File: config.mk
export PLATFORM = sky130hd
export DESIGN_NAME = itcf_queue
export DESIGN_NICKNAME = d
export VERILOG_FILES = /design/src/sv/itcf_pkg.sv /design/src/sv/itcf_queue.sv
export SDC_FILE = /design/constraint.sdc
export NUM_CORES = 1
export LEC_CHECK = 0
export BUFFER_PORTS_ARGS = -buffer_cell sky130_fd_sc_hd__buf_2
export CAP_MARGIN = 20
export CORE_ASPECT_RATIO = 1.25
export CORE_MARGIN = 2
export CORE_UTILIZATION = 40
export DETAILED_ROUTE_END_ITERATION = 6
export GPL_ROUTABILITY_DRIVEN = 0
export PLACE_DENSITY = 0.75
export RECOVER_POWER = 25
export SYNTH_ARGS = -nofsm -noshare
export SYNTH_HDL_FRONTEND = slang
export SYNTH_SLANG_ARGS = --single-unit
File: constraint.sdc
create_clock -name clock -period 4.4 [get_ports clock]
set_input_delay 0.44 -clock clock [delete_from_list [all_inputs] [get_ports clock]]
set_output_delay 0.44 -clock clock [all_outputs]
set_load 0.05 [all_outputs]
File: src/sv/itcf_pkg.sv
// Shared types, constants and the CORDIC arctangent table for the tilt filter.
// No dependencies; imported by every module of the block.
`timescale 1ns / 1ps
package itcf_pkg;
   localparam int CORDIC_STEPS    = 16;
   localparam int ANGLE_FRAC_BITS = 16;
   localparam int TABLE_FRAC      = 24;
   localparam int IN_W            = 16;
   localparam int OUT_W           = 26;
   localparam int SCALE_W         = 24;
   localparam int WEIGHT_W        = 17;
   localparam int CSR_IDX_W       = 2;
   localparam int CSR_DATA_W      = 24;
   localparam int VEC_W           = 32;
   localparam int ZW              = 36;
   localparam int ANG_W           = ANGLE_FRAC_BITS + 10;

   localparam logic [CSR_IDX_W-1:0] CSR_GYRO_STEP_SCALE = 2'd0;
   localparam logic [CSR_IDX_W-1:0] CSR_GYRO_WEIGHT     = 2'd1;

   localparam logic [SCALE_W-1:0]  SCALE_RESET  = 24'd262144;
   localparam logic [WEIGHT_W-1:0] WEIGHT_RESET = 17'd62259;
   localparam logic [WEIGHT_W-1:0] WEIGHT_ONE   = 17'd65536;

   typedef struct packed {
      logic signed [IN_W-1:0] accel_x;
      logic signed [IN_W-1:0] accel_y;
      logic signed [IN_W-1:0] accel_z;
      logic signed [IN_W-1:0] rate_x;
      logic signed [IN_W-1:0] rate_y;
      logic signed [IN_W-1:0] rate_z;
   } sample_type;

   typedef struct packed {
      logic [SCALE_W-1:0]  step_scale;
      logic [WEIGHT_W-1:0] weight;
   } cfg_type;

   typedef struct packed {
      logic busy;
      logic done;
   } cordic_stat_type;

   // atan(2^-i) in 2^-24 degree
   function automatic logic signed [ZW-1:0] atan_entry(input logic [4:0] idx);
      logic signed [ZW-1:0] v;
      case (idx)
         5'd0:  v = 36'sd754974720;
         5'd1:  v = 36'sd445687602;
         5'd2:  v = 36'sd235489089;
         5'd3:  v = 36'sd119537938;
         5'd4:  v = 36'sd60000934;
         5'd5:  v = 36'sd30029717;
         5'd6:  v = 36'sd15018523;
         5'd7:  v = 36'sd7509720;
         5'd8:  v = 36'sd3754917;
         5'd9:  v = 36'sd1877466;
         5'd10: v = 36'sd938734;
         5'd11: v = 36'sd469367;
         5'd12: v = 36'sd234684;
         5'd13: v = 36'sd117342;
         5'd14: v = 36'sd58671;
         5'd15: v = 36'sd29335;
         5'd16: v = 36'sd14668;
         5'd17: v = 36'sd7334;
         5'd18: v = 36'sd3667;
         5'd19: v = 36'sd1833;
         5'd20: v = 36'sd917;
         5'd21: v = 36'sd458;
         5'd22: v = 36'sd229;
         5'd23: v = 36'sd115;
         default: v = '0;
      endcase
      return v;
   endfunction
endpackage

File: src/sv/itcf_queue.sv
// Front end: two-word sample queue between the request port and the engine.
// Depends on itcf_pkg.
`timescale 1ns / 1ps
module itcf_queue (
   input  logic                clock,
   input  logic                reset,
   input  logic                req_valid,
   output logic                req_stall,
   input  itcf_pkg::sample_type req_word,
   input  logic                pop,
   output logic                q_valid,
   output itcf_pkg::sample_type q_word
);
   import itcf_pkg::*;

   sample_type  mem_ff [2];
   logic        wr_ptr_ff, rd_ptr_ff;
   logic [1:0]  cnt_ff, cnt_in;
   logic        push, take;

   assign req_stall = (cnt_ff == 2'd2);
   assign push      = req_valid && !req_stall;
   assign q_valid   = (cnt_ff != 2'd0);
   assign take      = pop && q_valid;
   assign q_word    = mem_ff[rd_ptr_ff];

   always_comb begin
      cnt_in = cnt_ff;
      if (push && !take) cnt_in = cnt_ff + 2'd1;
      else if (take && !push) cnt_in = cnt_ff - 2'd1;
   end

   always_ff @(posedge clock) begin
      if (reset) begin
         wr_ptr_ff <= 1'b0;
         rd_ptr_ff <= 1'b0;
         cnt_ff    <= 2'd0;
      end else begin
         cnt_ff <= cnt_in;
         if (push) wr_ptr_ff <= ~wr_ptr_ff;
         if (take) rd_ptr_ff <= ~rd_ptr_ff;
      end
      if (push) mem_ff[wr_ptr_ff] <= req_word;
   end
endmodule

==> flow_summary.toml <==
[run_status]
status = "finished clean"

[timing]
tns_ns = 0
finalCritPeriodShare_pct = 66.57
timing.fmax_mhz = 341.4
setup_viol = 0
relSlewSlack_pct = 34.14
maxSlewViolCount = 0
rsz0062_at_grt = "false"
skew_ns = 0.003775
hold_violations = 0
tightest_slew_ns = 0.9878
fin_crit_ns = 2.929

[routing]
drt_iter0_markers = 227
drt-wirelength-per-cell_um = 16.92
vias_per_cell = 4.743
ant_nets = 0
drt_wl_total_mm = 13.12
drc = 0
routed-via-count = 3676
detailedRoute.firstPassIterationCount = 5

[synthesis]
syn_inst = 324
ys_seq_elements = 197
synth.most_common_cell = "edfxtp_1"
synthArstFlopShare_pct = 0
syn_area_sq_um = 7348
ys_top_cells_by_count = "192 x edfxtp_1, 56 x mux2_2, 40 x mux2_4, 5 x buf_2, 5 x dfxtp_1"
ys_types = 18
synth_edf_count = 192
postSynthAreaPerCell_sq_um = 22.68
synth_ff_type = "edfxtp_1"
ys_seq_area_share_pct = 79.82
synth_top_cell_by_area = "edfxtp_1"
syn_nets = 425
ys.warnings.count = 0
synth_top_area_share_pct = 78.46
synthTopCellsByArea = "edfxtp_1 78%, mux2_2 8.6%, mux2_4 8.2%"

[setup_path]
end_kind = "output pin"
critical_path_class = "reg -> out"
cp_data_arrival_time_ns = 2.49
crit_fanout = 50
crit_path_start_kind = "register"
crit_required_ns = 3.96

[placed_design]
dp_cells = 743
io_buffers = 197
dp_hpwl_mm = 8.785

[global_routing]
grt_pass1_wl_mm = 19.96
antenna_found_initial = 0
grt_max_degree = 73
grt_use_total_pct = 13.37
grt_pass1_vias = 3955
grt-ovfl-total = 0

[clock_network]
cts_resized = 0
htree_levels = 4
cts.clk_slew.worst_paths_ns = 0.07
cts_hold_buf = 0
clock_tree.root_cell = "clkbuf_16"
clock_sinks = 197
cts_tree = "yes"
cts_buffers = 17
clk_latency_ns = 0.42
cts_setup_buffers = 0
clockBufferDepth = 2

[cells_and_area]
n_fill_cell = 1510
area_delta_synth_final_pct = 23.85
nets = 635
drive_above_1_share_pct = 57.40
stdcell_count = 775
diodes = 0

[floorplanning]
fp.dieH_um = 155.5
die-area_sq_um = 19480
core_area_sq_um = 18030
rows = 55
die_width_um = 125.2
ioPinCount = 198
start_util_pct = 40.76

[job]
maxCapViolations = 0

[power_and_ir_drop]
ir_drop_mv = 0.4044
powerDensity_nw_per_um2 = 679.3
total_leakage_power_nw = 3.430

[hold_path]
hp-class = "in -> reg"
## cell families after synthesis
logic type / Yosys count / synth area share, %
and+or+nand+nor: 9 / 0.6641
xor gates and xnor gates: 3 / 0.3576
DFF: 197 / 79.82
AOI/OAI and AO/OA: 5 / 0.3405
buffers and inverters: 13 / 1.890
adders and majority gates: 1 / 0.1702
muxes: 96 / 16.75
## sequential cells by signal (all words and copies together) (netlist names), named ones only
register and cells:
rd_ptr_ff 1, wr_ptr_ff 1, cnt_ff 2, mem_ff 192
## cell type report
| cell class | instances | area (sq um) | area share, % |
|---|---|---|---|
| Clock buffer | 19 | 432.9 | 4.757 |
| Clock inverter | 13 | 153.9 | 1.691 |
| Inverter | 2 | 10.01 | 0.1100 |
| Multi-Input combinational cell | 114 | 1346 | 14.79 |
| Sequential cell | 197 | 5869 | 64.49 |
| Tap cell | 228 | 285.3 | 3.134 |
| Timing Repair Buffer | 202 | 1003 | 11.03 |
## metrics by stage
step                total power, mW  worst slack [ns]  instance area [sq um]  hold WS, ns  util (%)
CTS                           6.265             1.384                   9121       0.1801     50.59
global placement              4.672             1.926                   8534       0.4754     47.34
detailed placement            4.715             1.843                   8534       0.4879     47.34
finish                        6.183             1.471                   9101       0.2081     50.48
floorplan                     4.329            0.9742                   7348       0.4516         -
global route                  6.426             1.294                   9101       0.1840     50.48
## cells in the final DEF, fill, tap and decap left out, drive strengths merged
cell | Yosys | layout
o21ai | 3 | 3
mux2 | 96 | 96
bufinv | 0 | 3
clkbuf | 0 | 35
ha | 1 | 1
nor2 | 4 | 4
xor2 | 3 | 3
clkinvlp | 0 | 1
buf | 11 | 186
a21oi | 2 | 2
inv | 2 | 5
and2 | 1 | 1
edfxtp | 192 | 192
dfxtp | 5 | 5
or2 | 1 | 1
clkinv | 0 | 6
nor2b | 1 | 1
or3 | 2 | 2
## worst paths after layout
kind                            depth (start not counted)  slack, ns              startpoint                      end
worst min-delay path                                    1       0.21            req_word[56]  mem_ff[0][56]$_DFFE_PP_
worst min register to register                          2       0.50  wr_ptr_ff$_SDFFE_PP0N_   wr_ptr_ff$_SDFFE_PP0N_
worst max-delay path                                    3       1.47                register               q_word[20]
worst max register to register                          4       2.12  cnt_ff[0]$_SDFFE_PP0P_  mem_ff[1][66]$_DFFE_PP_
## power breakdown
part | internal [mW] | leakage, nW | switching (mW)
clock | 0.893 | 0.285 | 0.647
combinational | 0.639 | 1.31 | 1.51
sequential | 2.36 | 1.83 | 0.134
total | 3.89 | 3.43 | 2.29
## layer usage
metal | vias to the layer above | wire length, um | part of all wire [%] | global-route usage [%]
met1 | 1816 | 5292 | 40 | 15.22
met4 | 0 | 185 | 1.4 | 4.762
met2 | 146 | 6796 | 52 | 23.63
met3 | 16 | 841 | 6.4 | 4.390
met5 | - | 0 | 0 | 0
li1 | 1698 | - | - | -
## critical path, stage by stage (launching register included)
cell and delay (ns):
dfxtp_4 0.85, buf_4 0.57, mux2_2 0.39, buf_2 0.21
Power figures use the tool's default switching activity.
